$ cat src/hdl/pfc_pkg.sv
// Package for the packet frame checker: shared constants, status codes and the
// work item type that runs from the front end through the queue to the back end.
// No dependencies.
`timescale 1ns / 1ps

package pfc_pkg;

	localparam int HDR_BYTES = 16;
	localparam int QDEPTH = 2;
	localparam logic [31:0] CRC_POLY = 32'hEDB88320;
	localparam logic [31:0] CRC_INIT = 32'hFFFFFFFF;
	localparam logic [16:0] POS_MAX = 17'h1FFFF;

	typedef enum logic [1:0] {
		ST_OK     = 2'd0,
		ST_FORMAT = 2'd1,
		ST_CRC    = 2'd2
	} status_t;

	typedef struct packed {
		logic [31:0] seq;
		logic [31:0] ack;
		logic [15:0] flags;
		logic [15:0] length;
		logic [31:0] rcrc;
	} header_t;

	// One classified byte as handed from the front end to the CRC back end.
	typedef struct packed {
		logic [7:0] data;
		logic       crc_en;
		logic       crc_zero;
		logic       pass;
		logic       mark_final;
		logic       last;
		logic       short_hdr;
		logic       len_ok;
		header_t    hdr;
	} work_t;

endpackage

$ cat src/hdl/pfc_ifs.sv


interface result_if;
	logic        valid;
	logic        ready;
	logic        payload_valid;
	logic [7:0]  payload_byte;
	logic        frame_done;
	logic [1:0]  status;
	logic [31:0] seq_number;
	logic [31:0] ack_number;
	logic [15:0] flag_bits;
	logic [15:0] data_length;
	logic [31:0] received_crc;

	modport source (output valid, payload_valid, payload_byte, frame_done, status,
		seq_number, ack_number, flag_bits, data_length, received_crc, input ready);
	modport sink (input valid, payload_valid, payload_byte, frame_done, status,
		seq_number, ack_number, flag_bits, data_length, received_crc, output ready);
endinterface


$ cat src/hdl/pfc_back.sv
// Back end of the packet frame checker: CRC-32 update, final status and the
// result register. Depends on pfc_pkg and pfc_ifs.
`timescale 1ns / 1ps

module pfc_back import pfc_pkg::*; (
	input  logic      clk,
	input  logic      arst_n,
	input  logic      empty,
	input  work_t     pop_data,
	output logic      pop,
	result_if.source  tx
);

	function automatic logic [31:0] crc_byte(input logic [31:0] crc, input logic [7:0] b);
		logic [31:0] c;
		c = crc ^ {24'h0, b};
		for (int k = 0; k < 8; k++) begin
			c = c[0] ? (CRC_POLY ^ (c >> 1)) : (c >> 1);
		end
		return c;
	endfunction

	logic [31:0] crc_q, final_q;
	logic        complete_q;
	logic [31:0] crc_n, final_n;
	logic        complete_n;
	status_t     st_n;
	logic        emit;
	work_t       w;

	logic        out_valid_q;
	logic        pv_q;
	logic [7:0]  pbyte_q;
	logic        done_q;
	status_t     st_q;
	header_t     hdr_q;

	assign w    = pop_data;
	assign pop  = !empty && (!out_valid_q || tx.ready);
	assign emit = w.pass || w.last;

	always_comb begin
		crc_n      = w.crc_en ? crc_byte(crc_q, w.crc_zero ? 8'h00 : w.data) : crc_q;
		final_n    = w.mark_final ? ~crc_n : final_q;
		complete_n = complete_q || w.mark_final;
		if (w.short_hdr || !w.len_ok || !complete_n) begin
			st_n = ST_FORMAT;
		end else if (final_n != w.hdr.rcrc) begin
			st_n = ST_CRC;
		end else begin
			st_n = ST_OK;
		end
	end

	always_ff @(posedge clk or negedge arst_n) begin
		if (!arst_n) begin
			crc_q       <= CRC_INIT;
			final_q     <= '0;
			complete_q  <= 1'b0;
			out_valid_q <= 1'b0;
		end else begin
			if (pop) begin
				if (w.last) begin
					crc_q      <= CRC_INIT;
					final_q    <= '0;
					complete_q <= 1'b0;
				end else begin
					crc_q      <= crc_n;
					final_q    <= final_n;
					complete_q <= complete_n;
				end
			end
			if (pop && emit) begin
				out_valid_q <= 1'b1;
			end else if (tx.ready) begin
				out_valid_q <= 1'b0;
			end
		end
	end

	// Fields that carry no meaning in a result are forced to zero.
	always_ff @(posedge clk) begin
		if (pop && emit) begin
			pv_q    <= w.pass;
			pbyte_q <= w.pass ? w.data : 8'h00;
			done_q  <= w.last;
			st_q    <= w.last ? st_n : ST_OK;
			hdr_q   <= w.last ? w.hdr : '0;
		end
	end

	assign tx.valid         = out_valid_q;
	assign tx.payload_valid = pv_q;
	assign tx.payload_byte  = pbyte_q;
	assign tx.frame_done    = done_q;
	assign tx.status        = st_q;
	assign tx.seq_number    = hdr_q.seq;
	assign tx.ack_number    = hdr_q.ack;
	assign tx.flag_bits     = hdr_q.flags;
	assign tx.data_length   = hdr_q.length;
	assign tx.received_crc  = hdr_q.rcrc;

	a_result_has_content: assert property (@(posedge clk) disable iff (!arst_n)
		out_valid_q |-> (pv_q || done_q))
		else $error("result shown with neither payload nor frame end");

	a_status_only_at_end: assert property (@(posedge clk) disable iff (!arst_n)
		(out_valid_q && !done_q) |-> (st_q == ST_OK && hdr_q == '0))
		else $error("status or header fields set on a payload-only result");

endmodule

$ cat src/flat_wrapper.sv
// flat-port wrapper written by rule: the top's interface ports become plain ports
module pfc_back_flat import pfc_pkg::*;
  (clk, arst_n, empty, pop_data, pop, tx_valid, tx_payload_valid, tx_payload_byte, tx_frame_done, tx_status, tx_seq_number, tx_ack_number, tx_flag_bits, tx_data_length, tx_received_crc, tx_ready);
  result_if tx_i ();
  input  logic clk;
  input  logic arst_n;
  input  logic empty;
  input  work_t pop_data;
  output logic pop;
  output wire logic [$bits(tx_i.valid)-1:0] tx_valid;
  output wire logic [$bits(tx_i.payload_valid)-1:0] tx_payload_valid;
  output wire logic [$bits(tx_i.payload_byte)-1:0] tx_payload_byte;
  output wire logic [$bits(tx_i.frame_done)-1:0] tx_frame_done;
  output wire logic [$bits(tx_i.status)-1:0] tx_status;
  output wire logic [$bits(tx_i.seq_number)-1:0] tx_seq_number;
  output wire logic [$bits(tx_i.ack_number)-1:0] tx_ack_number;
  output wire logic [$bits(tx_i.flag_bits)-1:0] tx_flag_bits;
  output wire logic [$bits(tx_i.data_length)-1:0] tx_data_length;
  output wire logic [$bits(tx_i.received_crc)-1:0] tx_received_crc;
  input wire logic [$bits(tx_i.ready)-1:0] tx_ready;
  assign tx_valid = tx_i.valid;
  assign tx_payload_valid = tx_i.payload_valid;
  assign tx_payload_byte = tx_i.payload_byte;
  assign tx_frame_done = tx_i.frame_done;
  assign tx_status = tx_i.status;
  assign tx_seq_number = tx_i.seq_number;
  assign tx_ack_number = tx_i.ack_number;
  assign tx_flag_bits = tx_i.flag_bits;
  assign tx_data_length = tx_i.data_length;
  assign tx_received_crc = tx_i.received_crc;
  assign tx_i.ready = tx_ready;
  pfc_back u_core (.clk(clk), .arst_n(arst_n), .empty(empty), .pop_data(pop_data), .pop(pop), .tx(tx_i));
endmodule
$ cat config.mk
export PLATFORM = sky130hd
export DESIGN_NAME = pfc_back_flat
export DESIGN_NICKNAME = d
export VERILOG_FILES = /design/src/hdl/pfc_pkg.sv /design/src/hdl/pfc_ifs.sv /design/src/hdl/pfc_back.sv /design/src/flat_wrapper.sv
export SDC_FILE = /design/constraint.sdc
export NUM_CORES = 1
export LEC_CHECK = 0
export BUFFER_PORTS_ARGS = -buffer_cell sky130_fd_sc_hd__clkbuf_2
export CAP_MARGIN = 20
export CORE_ASPECT_RATIO = 1.4
export CORE_MARGIN = 4
export CORE_UTILIZATION = 50
export CTS_BUF_LIST = sky130_fd_sc_hd__clkbuf_4
export DETAILED_ROUTE_END_ITERATION = 7
export PLACE_DENSITY = 0.76
export SLEW_MARGIN = 5
export SYNTH_ARGS = -nofsm -noshare
export SYNTH_HDL_FRONTEND = slang
export SYNTH_SLANG_ARGS = --single-unit
$ cat constraint.sdc
create_clock -name clk -period 7.3 [get_ports clk]
set_input_delay 1.095 -clock clk [delete_from_list [all_inputs] [get_ports clk]]
set_output_delay 1.095 -clock clk [all_outputs]
set_load 0.01 [all_outputs]
After elaboration in Yosys (flattened, before gate mapping)

Index checks and enable logic that the tools add are counted.

Flip-flop bits (word level): 206
Input bits: 147
Output and inout port bits: 142

Eq/ne operators: 1
Multiplexer cells: 18
Bitwise logic cells: 11
Reductions and logical operators: 13

Operators with widths:

| cell                | count |
|---|---|
| $mux W32            | 12 |
| $not A13 Y14        | 8 |
| $ne A32 B32 Y1      | 1 |
| $not A32 Y32        | 1 |
| $xor A32 B8 Y32     | 1 |
| $mux W8             | 1 |
| $logic_or A1 B1 Y1  | 5 |
| $logic_not A1 Y1    | 4 |
| $mux W1             | 4 |
| $logic_and A1 B1 Y1 | 2 |
| $mux W2             | 1 |
| $reduce_bool A2 Y1  | 1 |
| $reduce_or A2 Y1    | 1 |
| $not A1 Y1          | 1 |

Longest topological paths before layout

Gate-level depths: netlist of run 1.

Depth after elaboration: 24
Depth in mapped cells: 11

Least setup slack after synthesis of run 1

No wires, ideal clock.

Kind: input -> register
Start: input tx_ready
End: register u_core.hdr_q, in the netlist u_core.tx.ack_number[0] (enable)
Data arrival time: 7.516 ns
Required time: 6.658 ns
Path slack: -0.858 ns
Stages: 5
Path through: inv_1 -> a21o_1 -> clkbuf_1 -> clkbuf_1 -> nor2_1

Longest elaborated chain between the ends: 3

RTL lines:

| what                 | RTL line           | RTL |
|---|---|---|
| start, declared      | flat_wrapper.sv:20 | `input wire logic [$bits(tx_i.ready)-1:0] tx_ready;` |
| $logic_or A1 B1 Y1   | pfc_back.sv:39     | `assign pop = !empty && (!out_valid_q \|\| tx.ready);` |
| $logic_and A1 B1 Y1  | pfc_back.sv:39     |  |
| $logic_and A1 B1 Y1  | pfc_back.sv:83     | `if (pop && emit) begin` |
| end signal, assigned | pfc_back.sv:88     | `hdr_q <= w.last ? w.hdr : '0;` |
| end, declared        | pfc_back.sv:36     | `header_t hdr_q;` |

Every way passes these cells.
A chain may end at the register's enable or synchronous reset.

Final worst setup path of run 1

Start: input pop_data[131] (netlist name)
End: register u_core.st_q[1], in the netlist u_core.tx.status[1] (data pin)

Longest elaborated chain between the ends: 4
Elaborated cells between the ends (all ways): 7
Classes of those cells: eq/ne: 1; mux: 2; reduce/logical: 4

RTL lines:

| what                                                             | RTL line          | RTL |
|---|---|---|
| start, declared                                                  | flat_wrapper.sv:8 | `input work_t pop_data;` |
| parallel branches: the longest is 4 deep, another holds $mux W32 | --                |  |
| end signal, assigned                                             | pfc_back.sv:87    | `st_q <= w.last ? st_n : ST_OK;` |
| end, declared                                                    | pfc_back.sv:35    | `status_t st_q;` |

Several ways; the timed one is not identified.

==> flow_summary.toml, run 1 <==
[synthesis]
synth_area_leaders = "edfxtp_1 39%, dfrtp_1 7.8%, dfstp_2 7.7%, and2_1 7.7%, xnor2_1 5.1%"
yosys.area.top_type_share = 0.385
netlist_instances = 936
ys_ff_latch = 206
netlist_area_mm2 = 0.0109
ys_types = 69
yosysSeqAreaShare = 0.540
ys.flop_type = "edfxtp_1"
avgSynthCellArea_um2 = 11.7
synth-async-reset-ratio = 0.320
mappedNetlistNets = 1083
yosys.area.top_type = "edfxtp_1"
synth_edf_count = 140
synth_warnings = 0

[clock_tree]
post_cts_resized = 0
htreeDepth = 2
tritoncts = "done"
cts.path.max_buffers = 3
clock_latency_ps = 700
clkTransAtPathRegs_ps = 70
numCtsBuffers = 51
cts-root-buf = "clkbuf_4"
clock-sinks = 206
cts_setup_buffers = 0
postCtsHoldBufs = 0

[routing]
ant_nets = 0
finalWirelength_um = 33000
drc = 0
firstDrtPassIters = 6
viasPerCell = 5.42
drt-initial-drc-count = 509
vias = 8477
wl_per_cell_um = 21.1

[placement]
placedCellCount = 1466
hpwl_um = 24300
io_buffer_count = 288
globalplace.congestion = 0.979

[setup_path]
reg2reg_depth = 9
slowest_stage = "clkbuf_2"
timing.rr.start = "u_core.crc_q[1]"
worstPathRequired_ps = 7730
cp-startpoint = "pop_data[131]"
crit_buf_inv = 3
crit_path_frequent_cell = "nor2_1"
path_class = "in2reg"
startpoint_type = "input port"
critPathArrivalTime_ps = 4320
cp.depth = 11
cp-end-kind = "flop"
critical-path-top-delay-family = "buffers and inverters"
cp_cell_sequence = "clkbuf_2 -> inv_1 -> buf_4 -> nor2_1 -> nand2b_1 -> o211ai_1 -> xor2_1 -> nor2_1 -> o2111ai_1 -> nor4_1 -> a31oi_1"
cpPeakStageDelay_ps = 700
crit_fanout = 44

[floorplanning]
dieWidth_um = 133
coreArea_mm2 = 0.0214
start_util = 0.511
die_y_um = 183
pin_count = 289
die_area_mm2 = 0.0243
rows = 63

[timing]
fmax_mhz = 257
whs_ps = 481
setup_viol = 0
skew_ps = 43.2
post-route-period-util = 0.534
rsz0062_at_grt = "no"
slew_headroom = 0.213
tightest_slew_ps = 1180
layout_min_cycle_time_ps = 3900
final_hold_viol_count = 0
fin_tns_setup_ps = 0
maxSlewViolCount = 0

[grt]
grt_max_degree = 119
grt_first_pass_wirelength_um = 49800
met1_usage = 0.294
met2_usage = 0.464
grtUsageMet3 = 0.0670
grt-ovfl-total = 0
antenna_found_initial = 3
grt_pass1_vias = 8665
grt_usage = 0.267
gr-max-usage-layer = "met2"

[pwr]
p_total_mw = 5.16
p_per_area_mw_per_mm2 = 390
vdd_drop_max_mv = 0.254
p_leak_nw = 5.78

[hold_path]
min_path_cells = 2
hold_start = "u_core.final_q[27]"
hold_class = "reg2reg"

[final_layout]
final_cells = 1564
multiInputGateArea_mm2 = 0.00469
final_cell_mix = "287 x clkbuf_2, 140 x edfxtp_1, 134 x and2_1"
final_nets = 1374
seqCellArea_mm2 = 0.00590
final_common_cell = "clkbuf_2"
post-route-util = 0.619
drive_gt1_frac = 0.340
fill_cells = 1762
area_delta_synth_final_pct = 21.2

[run_status]
outcome = "complete, no violations"

[flow_run]
maxCapViolations = 0
==> worst register-to-register path, delay by kind of cell (launching register included) <==
| kind | cells | cell delay [ps] |
|---|---|---|
| and+or+nand+nor | 2 | 700 |
| muxes | 1 | 390 |
| xor gates and xnor gates | 2 | 760 |
| DFF | 1 | 630 |
| AOI/OAI and AO/OA | 4 | 610 |
==> registers in the layout, indices dropped and copies added, names as in the netlist, 2 cells and up <==
signal                  cells
u_core.tx.payload_byte      8
u_core.tx.status            2
u_core.tx.flag_bits        16
u_core.crc_q               32
u_core.tx.received_crc     32
u_core.tx.ack_number       32
u_core.tx.seq_number       32
u_core.final_q             32
u_core.tx.data_length      16
==> routing by layer <==
layer / share of wire / wire, um
met1: 0.35 / 11400
met2: 0.50 / 16600
met3: 0.088 / 2900
met4: 0.062 / 2040
met5: 0 / 0
==> synth_stat cells, drive strengths merged, types with 7 or more instances <==
| library cell | number |
|---|---|
| dfrtp | 34 |
| inv | 16 |
| xnor3 | 22 |
| nor2 | 71 |
| edfxtp | 140 |
| a22oi | 15 |
| a31oi | 10 |
| mux2i | 9 |
| xnor2 | 72 |
| o22ai | 7 |
| a21o | 14 |
| o21ai | 39 |
| xor2 | 39 |
| nor2b | 19 |
| buf | 19 |
| and2 | 134 |
| dfstp | 32 |
| nand2 | 48 |
| a21oi | 58 |
| clkbuf | 40 |
| o22a | 13 |
==> power breakdown <==
| part | total [mW] | internal (mW) | switching (mW) |
|---|---|---|---|
| clock | 0.991 | 0.515 | 0.476 |
| combinational | 2.45 | 1.14 | 1.30 |
| sequential | 1.72 | 1.51 | 0.216 |
==> logic make-up (layout without fill, tap and decap cells) <==
group / Yosys count / in the layout / share of synthesized area
AO/OA/AOI/OAI: 198 / 198 / 0.119
multiplexers: 10 / 10 / 0.00929
AND/OR/NAND/NOR: 312 / 312 / 0.155
XOR/XNOR: 133 / 133 / 0.146
buffers and inverters: 77 / 410 / 0.0312
flip-flops: 206 / 206 / 0.540
other: 0 / 3 / 0
==> worst paths after layout <==
check / endpoint / slack (ps)
max reg2reg: u_core.tx.status[1] / 3990
max in group asynchronous: u_core.final_q[16] / 6130
min reg2reg: u_core.final_q[27] / 480
min: u_core.final_q[27] / 480
max: u_core.tx.status[1] / 3400
min in group asynchronous: u_core.final_q[20] / 600
==> stage by stage <==
| step | area (um^2) | worst slack, ps |
|---|---|---|
| 2_1_floorplan | 10900 | 1530 |
| 3_3_place_gp | 12500 | 2930 |
| 3_5_place_dp | 12500 | 2790 |
| 4_1_cts | 13200 | 3510 |
| 5_1_grt | 13200 | 3250 |
| 6_report | 13200 | 3400 |
==> layout make-up <==
class,count,area share
flip-flops and latches,206,0.446
well taps,292,0.0276
clock inverters,19,0.00813
clock buffers,76,0.0431
inverters,18,0.00511
multi-input cells,653,0.355
repair buffers,297,0.115
diodes,3,0.000568
No activity file was read; power rests on OpenSTA's default activity.
==> run 2: changes to the inputs <==
--- a/config.mk
+++ b/config.mk
@@ -5,14 +5,15 @@
 export SDC_FILE = /design/constraint.sdc
 export NUM_CORES = 1
 export LEC_CHECK = 0
+export ABC_AREA = 1
 export BUFFER_PORTS_ARGS = -buffer_cell sky130_fd_sc_hd__clkbuf_2
 export CAP_MARGIN = 20
 export CORE_ASPECT_RATIO = 1.4
 export CORE_MARGIN = 4
-export CORE_UTILIZATION = 50
+export CORE_UTILIZATION = 55
 export CTS_BUF_LIST = sky130_fd_sc_hd__clkbuf_4
 export DETAILED_ROUTE_END_ITERATION = 7
-export PLACE_DENSITY = 0.76
+export PLACE_DENSITY = 0.8
 export SLEW_MARGIN = 5
 export SYNTH_ARGS = -nofsm -noshare
 export SYNTH_HDL_FRONTEND = slang
==> constraint.sdc (replaced) <==
create_clock -name clk -period 3.89 [get_ports clk]
set_input_delay 0.5835 -clock clk [delete_from_list [all_inputs] [get_ports clk]]
set_output_delay 0.5835 -clock clk [all_outputs]
set_load 0.01 [all_outputs]
==> run 2 against run 1 <==
Final cell count rose by 26%. Register-to-register slack lost 2900 ps. Synthesized cell count rose by 48%. Worst hold slack worse by 370 ps. Global-route usage increased by 2.3 points. First-iteration DRC count grew 35%. Via count rose by 21%. Clock power is 81% higher. Clock-buffer cell count shrank 2. Sequential power grew 59%. Clock skew grew 4.8 ps.
==> flow_summary.toml, run 2 <==
[setup_path]
cp_cell_sequence = "nand3_1 -> nand2_1 -> inv_2 -> nand2_2 -> nand2_2 -> nand2_2 -> nand2_1 -> nand2_1 -> nand3_1 -> nand2_1 -> nand2_1 -> nand3_1 -> nand3_1 -> nor3_2 -> nand2_1 -> nor2_1 -> nor2_1"
startpoint_type = "flop"
slowest_stage = "dfstp_2"
r2r_setup_slack_ps = 1060
critPathArrivalTime_ps = 3240
worstPathRequired_ps = 4300
path_class = "reg2reg"
crit_fanout = 12
crit_path_frequent_cell = "nand2_1"
cp-end-kind = "flop"
cpPeakStageDelay_ps = 550

[final_layout]
post-route-util = 0.675
area_delta_synth_final_pct = 20.7
drive_gt1_frac = 0.276
final_nets = 1830
fill_cells = 1658
final_cell_mix = "508 x nand2_1, 287 x clkbuf_2, 251 x inv_1"
final_common_cell = "nand2_1"

[grt]
antenna_found_initial = 2
grt_usage = 0.289
grt-ovfl-total = 0
grt_first_pass_wirelength_um = 51300
grt_max_degree = 102
grt_pass1_vias = 9844

[synthesis]
synthTopCellsByCount = "508 x nand2_1, 251 x inv_1, 162 x nand3_1"
yosysSeqAreaShare = 0.531
netlist_area_mm2 = 0.0111
yosys.area_share.simple = 0.307
netlist_instances = 1383
synth_edf_count = 140
synth-adder-area-share = 0
ys_ff_latch = 206
synthMuxAreaShare = 0
synth-compound-area-share = 0.0422
mappedNetlistNets = 1530
yosysMostFrequentCell = "nand2_1"
ys_types = 40
synth_xor_area_frac = 0.00609
ys.flop_type = "edfxtp_1"
synth_warnings = 0
synth-async-reset-ratio = 0.320
yosys.area.top_type_share = 0.379
yosys.area.top_type = "edfxtp_1"
synth_area_leaders = "edfxtp_1 38%, nand2_1 17%, inv_1 8.5%, dfrtp_1 7.7%, dfstp_2 7.6%"
avgSynthCellArea_um2 = 8.02
synth_top_family_by_area = "simple AND/OR/NAND/NOR gates"

[clock_tree]
tritoncts = "done"
cts.path.max_buffers = 3
clock-sinks = 206
clock_latency_ps = 650
numCtsBuffers = 50
cts_setup_buffers = 0
cts-root-buf = "clkbuf_4"
post_cts_resized = 0
htreeDepth = 2
postCtsHoldBufs = 0
clkTransAtPathRegs_ps = 70

[placement]
pre_cts_ws_ps = 576
io_buffer_count = 288
hpwl_um = 25000
globalplace.congestion = 0.976

[routing]
vias = 10200
finalWirelength_um = 33200
firstDrtPassIters = 6
drc = 0
wl_per_cell_um = 16.8
ant_nets = 0
viasPerCell = 5.17
drt-initial-drc-count = 688

[floorplanning]
pin_count = 289
die_y_um = 176
die_area_mm2 = 0.0225
rows = 61
dieWidth_um = 128
start_util = 0.559
coreArea_mm2 = 0.0198

[timing]
layout_min_cycle_time_ps = 2830
tightest_slew_ps = 1110
rsz0062_at_grt = "no"
fmax_mhz = 354
worst_slack_ps = 1060
setup_viol = 0
final_hold_viol_count = 0
fin_tns_setup_ps = 0
slew_headroom = 0.262
skew_ps = 48.0
post-route-period-util = 0.727
maxSlewViolCount = 0

[run_status]
outcome = "complete, no violations"

[pwr]
vdd_drop_max_mv = 0.204
p_leak_nw = 7.50
p_per_area_mw_per_mm2 = 469

[hold_path]
hold_class = "in2async"

[flow_run]
maxCapViolations = 0
[run 2: cell types whose count changed after synthesis, moves of 44 or more]
cell and change:
a21oi_1 -44, and2_1 -134, inv_1 +235, nand2_1 +461, nand3_1 +157, xnor2_1 -64
[run 2: cell type report]
| cell class | instances | area [um^2] | area share |
|---|---|---|---|
| Timing Repair Buffer | 303 | 1580 | 0.118 |
| Clock inverter | 18 | 100 | 0.00747 |
| Antenna cell | 1 | 2.50 | 0.000187 |
| Inverter | 259 | 975 | 0.0728 |
| Multi-Input combinational cell | 863 | 3970 | 0.296 |
| Tap cell | 252 | 315 | 0.0235 |
| Clock buffer | 74 | 556 | 0.0415 |
| Sequential cell | 206 | 5900 | 0.440 |
[run 2: kinds of logic after synthesis]
kind of cell,Yosys count
compound gates,81
buf+inv,314
flops,206
simple gates,776
xor+xnor,6
[run 2: through the flow]
step	hold WS (ps)	power (mW)	instances	area [um^2]
finish	115	6.28	1976	13400
global route	177	6.68	1976	13400
CTS	127	6.31	1975	13400
detailed placement	494	4.51	1883	12700
global placement	485	4.47	1883	12700
floorplan	288	3.96	1383	11100
[run 2: routing by layer]
layer / GRT usage / part of all wire / vias to the layer above
li1: - / - / 4970
met1: 0.331 / 0.36 / 4681
met2: 0.503 / 0.50 / 470
met3: 0.0566 / 0.081 / 102
met4: 0.162 / 0.060 / 0
met5: 0 / 0 / -
[run 2: final timing paths]
check / startpoint / end / depth (start not counted)
max in group asynchronous: arst_n / u_core.tx.valid / 2
hold reg to reg: u_core.crc_q[20] / u_core.crc_q[20] / 2
setup reg to reg: u_core.crc_q[3] / u_core.tx.status[1] / 17
min in group clk: empty / u_core.tx.valid / 2
hold / removal: arst_n / u_core.final_q[21] / 2
setup / recovery: u_core.crc_q[3] / u_core.tx.status[1] / 17
[run 2: worst max-delay path, delay by kind of cell, from the launching register on]
family / cells / cell delay, ps
flops: 1 / 550
buf+inv: 1 / 200
simple gates: 16 / 1850
[run 2: where the power goes]
group / switching (mW) / internal, mW
registers: 0.127 / 2.62
logic: 1.18 / 0.568
clock network: 0.851 / 0.942
